==> config.mk <==
export PLATFORM = sky130hd
export DESIGN_NAME = decimal_text_to_fixed_point_core
export DESIGN_NICKNAME = d
export VERILOG_FILES = /design/src/hw/rtl/dtfp_pkg.sv /design/src/hw/rtl/dtfp_parser.sv /design/src/hw/rtl/dtfp_conv.sv /design/src/hw/rtl/decimal_text_to_fixed_point_core.sv
export VERILOG_INCLUDE_DIRS = /design/src /design/src/hw/rtl
export SDC_FILE = /design/constraint.sdc
export NUM_CORES = 2
export LEC_CHECK = 0
export ABC_CLOCK_PERIOD_IN_PS = 9250
export BUFFER_PORTS_ARGS = -buffer_cell sky130_fd_sc_hd__buf_2
export CAP_MARGIN = 0
export CELL_PAD_IN_SITES_DETAIL_PLACEMENT = 1
export CELL_PAD_IN_SITES_GLOBAL_PLACEMENT = 2
export CORE_AREA = 2 2 459 461
export DETAILED_ROUTE_END_ITERATION = 10
export DIE_AREA = 0 0 461 463
export PLACE_DENSITY = 0.54
export SLEW_MARGIN = 15
export SYNTH_ARGS = -nofsm -noshare
export SYNTH_HDL_FRONTEND = slang
export SYNTH_SLANG_ARGS = --single-unit
==> constraint.sdc <==
create_clock -name clk -period 9.25 [get_ports clk]
set_input_delay 1.3875 -clock clk [delete_from_list [all_inputs] [get_ports clk]]
set_output_delay 1.3875 -clock clk [all_outputs]
set_load 0.03 [all_outputs]
==> src/hw/rtl/assert_macros.svh <==
// Assertion wrappers for the RTL. They expand to nothing in synthesis builds.
`ifndef ASSERT_MACROS_SVH
`define ASSERT_MACROS_SVH

`ifndef SYNTHESIS

// Same-cycle implication, sampled on the rising edge, off during reset.
`define DTFP_ASSERT_IMP(lbl, clk, rst_n, ante, cons) \
	lbl: assert property (@(posedge clk) disable iff (!rst_n) (ante) |-> (cons)) \
		else $error("assertion failed");

// Next-cycle implication, sampled on the rising edge, off during reset.
`define DTFP_ASSERT_NXT(lbl, clk, rst_n, ante, cons) \
	lbl: assert property (@(posedge clk) disable iff (!rst_n) (ante) |=> (cons)) \
		else $error("assertion failed");

`else

`define DTFP_ASSERT_IMP(lbl, clk, rst_n, ante, cons)
`define DTFP_ASSERT_NXT(lbl, clk, rst_n, ante, cons)

`endif

`endif

==> src/hw/rtl/dtfp_pkg.sv <==
`default_nettype none

package dtfp_pkg;

	localparam int INT_BITS_DEF    = 31;
	localparam int FRAC_BITS_DEF   = 32;
	localparam int FRAC_DIGITS_DEF = 9;

	localparam int CH_W    = 8;
	localparam int VAL_W   = 64;
	localparam int INT_W   = 31;
	localparam int FRAC9_W = 30;

	localparam logic [CH_W-1:0] CH_NUL   = 8'd0;
	localparam logic [CH_W-1:0] CH_BS    = 8'd8;
	localparam logic [CH_W-1:0] CH_SO    = 8'd14;
	localparam logic [CH_W-1:0] CH_SPACE = 8'd32;
	localparam logic [CH_W-1:0] CH_PLUS  = 8'd43;
	localparam logic [CH_W-1:0] CH_MINUS = 8'd45;
	localparam logic [CH_W-1:0] CH_DOT   = 8'd46;
	localparam logic [CH_W-1:0] CH_ZERO  = 8'd48;
	localparam logic [CH_W-1:0] CH_NINE  = 8'd57;

	// fraction digits are kept scaled to nine places
	localparam logic [FRAC9_W-1:0] DIV_C = 30'd1000000000;

	typedef struct packed {
		logic               neg;
		logic [INT_W-1:0]   int_val;
		logic               over;
		logic [FRAC9_W-1:0] frac9;
		logic               bad;
	} rec_t;

	function automatic logic [FRAC9_W-1:0] pow10(input logic [3:0] k);
		logic [FRAC9_W-1:0] r;
		case (k)
			4'd0:    r = 30'd1;
			4'd1:    r = 30'd10;
			4'd2:    r = 30'd100;
			4'd3:    r = 30'd1000;
			4'd4:    r = 30'd10000;
			4'd5:    r = 30'd100000;
			4'd6:    r = 30'd1000000;
			4'd7:    r = 30'd10000000;
			4'd8:    r = 30'd100000000;
			4'd9:    r = 30'd1000000000;
			default: r = 30'd0;
		endcase
		return r;
	endfunction

endpackage

`default_nettype wire

==> src/hw/rtl/dtfp_parser.sv <==
`default_nettype none

module dtfp_parser #(
	parameter int INT_BITS    = dtfp_pkg::INT_BITS_DEF,
	parameter int FRAC_DIGITS = dtfp_pkg::FRAC_DIGITS_DEF
) (
	input  logic                       clk,
	input  logic                       arst_n,
	input  logic                       accept,
	input  logic [dtfp_pkg::CH_W-1:0]  ch,
	output logic                       emit,
	output dtfp_pkg::rec_t             rec
);

	localparam int IntW  = dtfp_pkg::INT_W;
	localparam int FracW = dtfp_pkg::FRAC9_W;
	localparam logic [INT_BITS+3:0] IntMax = (INT_BITS+4)'((64'd1 << INT_BITS) - 64'd1);
	localparam logic [3:0] FracLim = 4'(FRAC_DIGITS);

	typedef enum logic [4:0] {
		PH_START   = 5'b00001,
		PH_SIGN    = 5'b00010,
		PH_INT     = 5'b00100,
		PH_FRAC    = 5'b01000,
		PH_DISCARD = 5'b10000
	} phase_t;

	phase_t              phase_q, phase_nxt;
	logic                neg_q, neg_nxt;
	logic [INT_BITS-1:0] acc_q, acc_nxt;
	logic                over_q, over_nxt;
	logic [FracW-1:0]    frac_q, frac_nxt;
	logic [3:0]          cnt_q, cnt_nxt;

	logic                is_space, is_digit, is_sign;
	logic [dtfp_pkg::CH_W-1:0] ch_off;
	logic [3:0]          dig;
	logic [INT_BITS+3:0] acc_t;
	logic [FracW+3:0]    term_full;
	logic [FracW-1:0]    term;

	assign is_space = (ch == dtfp_pkg::CH_SPACE) || (ch > dtfp_pkg::CH_BS && ch < dtfp_pkg::CH_SO);
	assign is_digit = (ch >= dtfp_pkg::CH_ZERO) && (ch <= dtfp_pkg::CH_NINE);
	assign is_sign  = (ch == dtfp_pkg::CH_PLUS) || (ch == dtfp_pkg::CH_MINUS);
	assign ch_off   = ch - dtfp_pkg::CH_ZERO;
	assign dig      = ch_off[3:0];

	// acc * 10 + digit
	assign acc_t = {1'b0, acc_q, 3'b000} + {3'b000, acc_q, 1'b0} + {{INT_BITS{1'b0}}, dig};

	// digit weighted by its place among nine fraction places
	assign term_full = {{FracW{1'b0}}, dig} * {4'b0000, dtfp_pkg::pow10(4'd8 - cnt_q)};
	assign term      = term_full[FracW-1:0];

	always_comb begin
		phase_nxt = phase_q;
		neg_nxt   = neg_q;
		acc_nxt   = acc_q;
		over_nxt  = over_q;
		frac_nxt  = frac_q;
		cnt_nxt   = cnt_q;
		emit      = 1'b0;
		rec       = '0;
		unique case (phase_q) inside
			PH_DISCARD: begin
				if (ch == dtfp_pkg::CH_NUL) begin
					phase_nxt = PH_START;
					neg_nxt   = 1'b0;
					acc_nxt   = '0;
					over_nxt  = 1'b0;
					frac_nxt  = '0;
					cnt_nxt   = '0;
				end
			end
			PH_START, PH_SIGN, PH_INT, PH_FRAC: begin
				if (ch == dtfp_pkg::CH_NUL) begin
					emit         = 1'b1;
					rec.neg      = neg_q;
					rec.int_val  = IntW'(acc_q);
					rec.over     = over_q;
					rec.frac9    = frac_q;
					phase_nxt    = PH_START;
					neg_nxt      = 1'b0;
					acc_nxt      = '0;
					over_nxt     = 1'b0;
					frac_nxt     = '0;
					cnt_nxt      = '0;
				end else if (phase_q == PH_START && is_space) begin
					phase_nxt = PH_START;
				end else if ((phase_q == PH_START || phase_q == PH_SIGN) && is_sign) begin
					if (ch == dtfp_pkg::CH_MINUS) begin
						neg_nxt = !neg_q;
					end
					phase_nxt = PH_SIGN;
				end else if (phase_q != PH_FRAC && ch == dtfp_pkg::CH_DOT) begin
					phase_nxt = PH_FRAC;
				end else if (is_digit) begin
					if (phase_q == PH_FRAC) begin
						// drop digits past the kept places
						if (cnt_q < FracLim) begin
							frac_nxt = frac_q + term;
							cnt_nxt  = cnt_q + 4'd1;
						end
					end else begin
						phase_nxt = PH_INT;
						if (!over_q) begin
							if (acc_t > IntMax) begin
								acc_nxt  = '1;
								over_nxt = 1'b1;
							end else begin
								acc_nxt = acc_t[INT_BITS-1:0];
							end
						end
					end
				end else begin
					emit      = 1'b1;
					rec.bad   = 1'b1;
					phase_nxt = PH_DISCARD;
				end
			end
			default: begin
				phase_nxt = PH_START;
			end
		endcase
	end

	always_ff @(posedge clk or negedge arst_n) begin
		if (!arst_n) begin
			phase_q <= PH_START;
			neg_q   <= 1'b0;
			acc_q   <= '0;
			over_q  <= 1'b0;
			frac_q  <= '0;
			cnt_q   <= '0;
		end else if (accept) begin
			phase_q <= phase_nxt;
			neg_q   <= neg_nxt;
			acc_q   <= acc_nxt;
			over_q  <= over_nxt;
			frac_q  <= frac_nxt;
			cnt_q   <= cnt_nxt;
		end
	end

endmodule

`default_nettype wire

==> src/hw/rtl/dtfp_conv.sv <==
`default_nettype none

module dtfp_conv #(
	parameter int FRAC_BITS = dtfp_pkg::FRAC_BITS_DEF
) (
	input  logic                               clk,
	input  logic                               arst_n,
	input  logic                               in_valid,
	input  dtfp_pkg::rec_t                     in_rec,
	output logic                               in_ready,
	output logic                               out_valid,
	input  logic                               out_stall,
	output logic signed [dtfp_pkg::VAL_W-1:0]  value,
	output logic                               bad_char,
	output logic                               int_saturated
);

	localparam int ValW  = dtfp_pkg::VAL_W;
	localparam int FracW = dtfp_pkg::FRAC9_W;
	localparam logic [63:0] RecipFull = (64'd1 << (FRAC_BITS + FracW)) / 64'd1000000000;
	localparam logic [FRAC_BITS:0] Recip = RecipFull[FRAC_BITS:0];
	localparam logic [FracW-1:0] Div = dtfp_pkg::DIV_C;

	logic v_s1, v_s2, v_s3, v_s4, v_s5;
	logic en_s1, en_s2, en_s3, en_s4, en_s5;

	dtfp_pkg::rec_t rec_s1, rec_s2, rec_s3;

	logic [FRAC_BITS+FracW:0]   p1;
	logic [FRAC_BITS-1:0]       est_s2, est_s3;
	logic [FRAC_BITS+FracW-1:0] p2, p2_s3;
	logic [FRAC_BITS+FracW-1:0] num, rem;
	logic                       corr;
	logic [FRAC_BITS-1:0]       q;
	logic [ValW-1:0]            mag, mag_s4;
	logic                       neg_s4, bad_s4, over_s4;
	logic [ValW-1:0]            value_s5;
	logic                       bad_s5, over_s5;

	// a stage loads when it is empty or its successor moves
	assign en_s5    = !v_s5 || !out_stall;
	assign en_s4    = !v_s4 || en_s5;
	assign en_s3    = !v_s3 || en_s4;
	assign en_s2    = !v_s2 || en_s3;
	assign en_s1    = !v_s1 || en_s2;
	assign in_ready = en_s1;

	// estimate floor(frac9 * 2^F / 1e9) with a truncated reciprocal; low by at most one
	assign p1 = {{(FRAC_BITS+1){1'b0}}, rec_s1.frac9} * {{FracW{1'b0}}, Recip};
	assign p2 = {{FracW{1'b0}}, est_s2} * {{FRAC_BITS{1'b0}}, Div};

	// remainder check fixes the estimate
	assign num  = {rec_s3.frac9, {FRAC_BITS{1'b0}}};
	assign rem  = num - p2_s3;
	assign corr = rem >= {{FRAC_BITS{1'b0}}, Div};
	assign q    = est_s3 + {{(FRAC_BITS-1){1'b0}}, corr};
	assign mag  = (ValW'(rec_s3.int_val) << FRAC_BITS) | ValW'(q);

	always_ff @(posedge clk or negedge arst_n) begin
		if (!arst_n) begin
			v_s1 <= 1'b0;
			v_s2 <= 1'b0;
			v_s3 <= 1'b0;
			v_s4 <= 1'b0;
			v_s5 <= 1'b0;
		end else begin
			if (en_s1) v_s1 <= in_valid;
			if (en_s2) v_s2 <= v_s1;
			if (en_s3) v_s3 <= v_s2;
			if (en_s4) v_s4 <= v_s3;
			if (en_s5) v_s5 <= v_s4;
		end
	end

	always_ff @(posedge clk) begin
		if (en_s1) begin
			rec_s1 <= in_rec;
		end
		if (en_s2) begin
			rec_s2 <= rec_s1;
			est_s2 <= p1[FracW +: FRAC_BITS];
		end
		if (en_s3) begin
			rec_s3 <= rec_s2;
			est_s3 <= est_s2;
			p2_s3  <= p2;
		end
		if (en_s4) begin
			mag_s4  <= mag;
			neg_s4  <= rec_s3.neg;
			bad_s4  <= rec_s3.bad;
			over_s4 <= rec_s3.over;
		end
		if (en_s5) begin
			value_s5 <= neg_s4 ? ({ValW{1'b0}} - mag_s4) : mag_s4;
			bad_s5   <= bad_s4;
			over_s5  <= over_s4;
		end
	end

	assign out_valid     = v_s5;
	assign value         = value_s5;
	assign bad_char      = bad_s5;
	assign int_saturated = over_s5;

endmodule

`default_nettype wire

==> src/hw/rtl/decimal_text_to_fixed_point_core.sv <==
`default_nettype none
`include "assert_macros.svh"

// Parses ASCII decimal text, one byte per beat, into signed fixed point with FRAC_BITS
// fraction bits (Q31.32 by default). A zero byte ends the number and yields one result
// beat; an invalid character yields one result beat with bad_char set, after which
// bytes are dropped up to the next zero byte. The parser takes one byte every cycle,
// including back-to-back numbers, while in_stall is low. Each result goes through a
// five-stage pipeline (reciprocal multiply, back-multiply, remainder fix, sign) that
// holds up to five results, and the input stalls only when that pipeline is full and
// the output is stalled.
module decimal_text_to_fixed_point_core #(
	parameter int INT_BITS    = dtfp_pkg::INT_BITS_DEF,
	parameter int FRAC_BITS   = dtfp_pkg::FRAC_BITS_DEF,
	parameter int FRAC_DIGITS = dtfp_pkg::FRAC_DIGITS_DEF
) (
	input  logic                               clk,
	input  logic                               arst_n,
	input  logic                               in_valid,
	output logic                               in_stall,
	input  logic [dtfp_pkg::CH_W-1:0]          ch,
	output logic                               out_valid,
	input  logic                               out_stall,
	output logic signed [dtfp_pkg::VAL_W-1:0]  value,
	output logic                               bad_char,
	output logic                               int_saturated
);

	logic           acc;
	logic           emit;
	logic           ready;
	dtfp_pkg::rec_t rec;

	assign in_stall = !ready;
	assign acc      = in_valid && !in_stall;

	dtfp_parser #(
		.INT_BITS    (INT_BITS),
		.FRAC_DIGITS (FRAC_DIGITS)
	) u_parser (
		.clk    (clk),
		.arst_n (arst_n),
		.accept (acc),
		.ch     (ch),
		.emit   (emit),
		.rec    (rec)
	);

	dtfp_conv #(
		.FRAC_BITS (FRAC_BITS)
	) u_conv (
		.clk           (clk),
		.arst_n        (arst_n),
		.in_valid      (acc && emit),
		.in_rec        (rec),
		.in_ready      (ready),
		.out_valid     (out_valid),
		.out_stall     (out_stall),
		.value         (value),
		.bad_char      (bad_char),
		.int_saturated (int_saturated)
	);

	`DTFP_ASSERT_IMP(a_bad_is_zero, clk, arst_n, out_valid && bad_char, value == '0 && !int_saturated)
	`DTFP_ASSERT_IMP(a_sat_nonzero, clk, arst_n, out_valid && int_saturated, value != '0 && !bad_char)
	`DTFP_ASSERT_IMP(a_empty_no_stall, clk, arst_n, !out_valid, !in_stall)
	`DTFP_ASSERT_NXT(a_one_bad_beat, clk, arst_n, acc && emit && rec.bad, !(emit && rec.bad))

endmodule

`default_nettype wire
==> Word level (Yosys, flattened, before mapping) <==
Memories as Yosys holds them, arrays and structs flattened.
Index checks and enable logic that the tools add are counted.
{ "classes": {"mux": 58, "reduce_logical": 33, "n_eq_ne": 22, "magnitude_cmp": 7, "addsub": 9, "n_mul": 3, "bitwise_logic": 2} }
{ "op_table": {"columns": ["op", "count"], "rows": [
  ["31-bit 2-to-1 mux", 9],
  ["30-bit 2-to-1 mux", 8],
  ["64-bit 2-to-1 mux", 1],
  ["1-bit by 64-bit subtractor with 64-bit output (first input constant)", 1],
  ["63-bit by 32-bit bitwise OR with 63-bit output", 1],
  ["62-bit by 30-bit >= comparator with 1-bit output (second input constant)", 1],
  ["31-bit case mux with 2 select lines", 1],
  ["62-bit subtractor", 1],
  ["30-bit by 32-bit multiplier with 61-bit output (second input constant)", 1],
  ["30-bit case mux with 2 select lines", 1],
  ["32-bit by 21-bit multiplier with 53-bit output (second input constant)", 1],
  ["34-bit by 32-bit adder with 35-bit output", 1],
  ["35-bit by 4-bit adder with 35-bit output", 1],
  ["35-bit by 31-bit greater-than comparator with 1-bit output (second input constant)", 1],
  ["5-bit 2-to-1 mux", 7],
  ["32-bit by 1-bit adder with 32-bit output", 1],
  ["8-bit by 6-bit equality test with 1-bit output (second input constant)", 4],
  ["4-bit 2-to-1 mux", 8],
  ["30-bit adder", 1],
  ["4-bit by 30-bit multiplier with 30-bit output", 1],
  ["1-bit 2-to-1 mux", 19],
  ["9-bit AND reduction", 2],
  ["3-bit by 1-bit != test with 1-bit output (second input constant)", 5],
  ["3-bit by 2-bit != test with 1-bit output (second input constant)", 4],
  ["other kinds (32)", 53]
]} }
{ "totals": {"ff_bits": 519, "output_inout_bits": 68, "romBits": 480, "wordCells": 171, "memories": 1} }
{ "memory_table": {"columns": ["name", "words", "width", "read_ports", "rd_clocked_by_memory_dff", "write_ports", "line_no", "source"], "rows": [
  ["(name not given)", 16, 30, 1, 0, 0, "dtfp_pkg.sv:37", "case (k)"]
]} }

==> Longest topological paths before layout <==
{ "depth": {"ltp_word": 12, "mapped_depth": 27, "mapped_depth_nobuf": 27} }

==> Modules after synthesis <==
Synthesis repeated with hierarchy kept, for this count alone.
{ "unflattened": {"hier_cells": 4890, "area_unflattened_um2": 53421.2} }
{ "modules_own_cells": {"columns": ["mod", "cells_each", "seq_area_each_um2", "instances", "area_per_inst_um2"], "rows": [
  ["dtfp_conv", 3645, 13307.8, 1, 43397.9],
  ["dtfp_parser", 1242, 1803.0, 1, 10005.8],
  ["decimal_text_to_fixed_point_core", 3, 0.0, 1, 17.5]
]} }

==> Least setup slack after synthesis <==
Ideal clock, no wire load.
{ "synth_timing": {"kind": "register to register", "from": "reg u_conv.rec_s1[11] in the netlist's numbering", "to": "reg u_conv.est_s2[31] (data pin)", "arrival_ns": 7.076, "setup_slack_ns": 1.914, "t_required_ns": 8.990, "setup_time_ns": 0.260, "stages_incl_launch_ff": 26, "period_less_slack_ns": 7.336, "path_cell_list": "edfxtp_1 > inv_1 > fa_1 > inv_1 > fa_1 > fa_1 > inv_1 > fa_1 > inv_1 > fa_1 > fa_1 > fa_1 > ha_1 > ha_1 > a21o_1 > a21o_1 > a21oi_1 > o311ai_0 > a22oi_1 > a21o_1 > o21a_1 > o31ai_1 > a41o_1 > or2_2 > a21oi_1 > xnor2_1"} }
{ "synth_between": {"elab_chain_cells": 1} }
{ "synth_lines": {"columns": ["element", "line_no", "source"], "rows": [
  ["start, declared", "dtfp_conv.sv:27", "dtfp_pkg::rec_t rec_s1, rec_s2, rec_s3;"],
  ["start signal, assigned", "dtfp_conv.sv:77", "rec_s1 <= in_rec;"],
  ["30-bit by 32-bit multiplier with 61-bit output", "dtfp_conv.sv:49", "assign p1 = {{(FRAC_BITS+1){1'b0}}, rec_s1.frac9} * {{FracW{1'b0}}, Recip};"],
  ["net u_conv.p1[61]", "dtfp_conv.sv:29", "logic [FRAC_BITS+FracW:0] p1;"],
  ["end signal, assigned", "dtfp_conv.sv:81", "est_s2 <= p1[FracW +: FRAC_BITS];"],
  ["end, declared", "dtfp_conv.sv:30", "logic [FRAC_BITS-1:0] est_s2, est_s3;"]
]} }
The timed path passes the listed nets, and every way through them passes these cells.
A chain may end at the register's enable or synchronous reset.

==> Final worst setup path <==
{ "layout_timing": {"from": "reg u_conv.rec_s1[10] in the netlist's numbering", "to": "reg u_conv.est_s2[12] (data pin)"} }
The elaborated chain is that of the path after synthesis.

==> results.json <==
{
  "rsz0062_at_grt": "no",
  "internal_power_mw": 5.77,
  "hold_buffers": 0,
  "power_density_nw_per_um2": 163,
  "setup_violations": 0,
  "power_frac_clock_pct": 28.6,
  "finalInstanceArea_um2": 58400,
  "crit_arrival_ns": 8.72,
  "viasPerCell": 4.30,
  "cts_root_buffer": "clkbuf_16",
  "hp-class": "register to register",
  "drc": 0,
  "yosys.area.top_type": "fa_1",
  "swShare_pct": 39.3,
  "hp-start": "u_conv.rec_s2[20]",
  "synth_top_area_share_pct": 25.8,
  "ys_async_sr_fraction_pct": 14.9,
  "clk_pin_slew_ns": 0.06,
  "grt_pass1_vias": 37500,
  "portBuffers": 79,
  "cap_viol_max_count": 0,
  "postRouteWirelength_mm": 153,
  "worst_slew_pin_slew_ns": 1.14,
  "fp.dieArea_um2": 213000,
  "ant_nets": 0,
  "netlist_area_um2": 52000,
  "maxSlewHeadroom_pct": 23.7,
  "avgSynthCellArea_um2": 11.2,
  "synth-main-ff-cell": "edfxtp_1",
  "cts_tree": "done",
  "seq_area_um2": 15100,
  "place_area_um2": 56100,
  "grt_pass1_wl_mm": 237,
  "gp_congestion": 0.834,
  "fmax_ghz": 0.119,
  "fillers": 23400,
  "synth_cell_type_count": 68,
  "io-pin-count": 80,
  "final_cell_mix": "inv_1, ha_1, fa_1",
  "finalMaxSlewViolations": 0,
  "synth-seq-cells": 516,
  "dpl.hpwl_mm": 127,
  "status": "completed",
  "tns_ns": 0,
  "end_kind": "register",
  "synthTopCellsByArea": "fa_1, edfxtp_1, ha_1",
  "finClkSkew_ns": 0.0390,
  "crit_required_ns": 9.60,
  "power.leakage_nw": 29.9,
  "p_seq_share_pct": 33.3,
  "clkLatencyLatePin_ns": 0.69,
  "nNetsFinal": 6192,
  "yosysSeqAreaShare_pct": 29.1,
  "grt_usage_pct": 14.7,
  "grt_max_degree": 66,
  "syn_inst": 4638,
  "antenna_found_initial": 3,
  "multi_input_area_um2": 32900,
  "ir_drop_mv": 0.130,
  "r2r-start": "u_conv.rec_s1[10]",
  "clock_tree.buffer_depth": 3,
  "period_minus_slack_ns": 8.37,
  "die_w_um": 461,
  "wire_per_inst_um": 20.0,
  "initial_core_util_pct": 24.9,
  "p_sw_mw": 3.73,
  "rows": 168,
  "pwr-share-comb_pct": 38.1,
  "synth-edff-count": 439,
  "area.growth.synth_to_final_pct": 12.3,
  "fp.coreArea_um2": 209000,
  "cts_resized": 0,
  "grt_overflow": 0,
  "worstPathMaxFanout": 7,
  "die_h_um": 463,
  "vias": 32800,
  "critPathKind": "register to register",
  "yosysWarnings": 0,
  "startpoint": "u_conv.rec_s1[10]",
  "final_hold_viol_count": 0,
  "cts_setup_buffers": 0,
  "numCtsBuffers": 68,
  "post-route-period-util_pct": 90.5,
  "synth.net_count": 6056,
  "layout-drive-gt1-share_pct": 6.05,
  "final_common_cell": "inv_1",
  "htree_levels": 3,
  "clkSinkCount": 516,
  "cp-start-kind": "register",
  "drtIter0Drc": 1260,
  "first_pass_iters": 5
}
power groups by stage:
stage | clock network, mW | logic [mW] | registers (mW)
floorplan | 0 | 2.26 | 3.41
global placement | 0 | 3.68 | 3.22
detailed placement | 0 | 3.68 | 3.22
CTS | 2.83 | 3.71 | 3.18
global route | 2.91 | 4.03 | 3.22
finish | 2.72 | 3.62 | 3.17
synthesized netlist by cell type (4+ instances only):
cell and instances:
or2_2 17, or4_1 15, nand4_1 31, nor4_1 16, or3_4 5, a21boi_0 8, and3_1 96, clkbuf_1 73
a21oi_1 134, ha_1 737, o21ai_0 144, o211ai_1 13, a31o_2 5, a211oi_1 13, or3_1 19, a221oi_1 4
o311ai_0 5, and2_1 28, xnor2_1 184, inv_1 998, o21a_1 35, a21o_1 91, nand2_1 211, o22ai_1 7
nor3_1 51, o31a_1 4, nand2b_1 30, a22oi_1 4, o21bai_1 19, a211o_1 4, fa_1 669, o31ai_1 46
and4_1 6, nor2_1 141, or4_4 4, dfrtp_1 76, nand3_1 66, a221o_1 33, a31oi_1 18, o2111ai_1 5
xor2_1 56, edfxtp_1 439, nand4b_1 4, o41ai_1 11, nor2b_1 26
metrics by stage:
stage	setup WS (ns)	std cells	total power [mW]	utilization (%)	hold slack, ns
floorplan	1.91	4638	5.67	-	0.400
global placement	0.902	7509	6.90	26.9	0.402
detailed placement	0.842	7509	6.90	26.9	0.406
CTS	0.792	7634	9.72	28.0	0.418
global route	0.485	7635	10.2	28.0	0.422
finish	0.879	7636	9.50	28.0	0.415
worst paths after layout:
| check | to | slack (ns) | cells past startpoint |
|---|---|---|---|
| worst max register to register | u_conv.est_s2[12] | 0.88 | 25 |
| worst min-delay path | u_conv.num[51] | 0.42 | 0 |
| min in group asynchronous | u_parser.acc_q[29] | 0.63 | 1 |
| worst max-delay path | u_conv.est_s2[12] | 0.88 | 25 |
| max in group asynchronous | u_parser.frac_q[24] | 7.50 | 2 |
| worst min register to register | u_conv.num[51] | 0.42 | 0 |
final cells by class:
type,instances,area share (%)
antenna,2,0.00858
clock inverter,40,0.733
sequential,516,25.9
multi-input combinational,3049,56.3
clock buffer,85,3.15
inverter,998,6.42
timing repair buffer,141,1.48
tap,2805,6.01
worst max-delay path: stages (launching register included):
cell	delay, ns
edfxtp_1	0.61
inv_1	0.25
fa_1	0.58
inv_1	0.12
fa_1	0.49
fa_1	0.53
ha_1	0.30
inv_1	0.05
fa_1	0.47
inv_1	0.05
fa_1	0.50
fa_1	0.52
fa_1	0.44
ha_1	0.29
nand4_1	0.09
nor2_1	0.15
nand3_1	0.18
a31oi_1	0.36
nor2b_1	0.15
o21a_1	0.25
nor4_1	0.33
nand2_1	0.12
a31oi_1	0.29
o21a_1	0.19
nor2_1	0.06
xnor2_1	0.64
per-layer routing:
layer | GRT usage, % | vias to the layer above | part of all wire (%)
li1 | - | 15700 | -
met1 | 19.7 | 16700 | 47
met2 | 24.9 | 300 | 48
met3 | 1.90 | 146 | 2.3
met4 | 3.70 | 0 | 2.5
met5 | 0 | - | 0
sequential cells by signal, indices dropped and copies added, names as in the netlist, 31 cells and up:
signal	cells
u_conv.p2_s3	51
u_conv.value	64
u_conv.est_s3	32
u_conv.rec_s2	64
u_parser.acc_q	31
u_conv.mag_s4	63
u_conv.rec_s3	34
u_conv.est_s2	32
u_conv.rec_s1	64
cell families (layout without fill, tap and decap cells):
family	after synthesis	count (layout)	synth area share [%]
XOR/XNOR	240	240	4.05
AND/OR/NAND/NOR	776	776	7.58
other	0	2	0
AO/OA/AOI/OAI	624	624	7.95
buffers and inverters	1073	1264	7.75
flip-flops	516	516	29.1
multiplexers	3	3	0.0578
adder cells (fa/ha/maj)	1406	1406	43.5
Power figures use the tool's default switching activity.
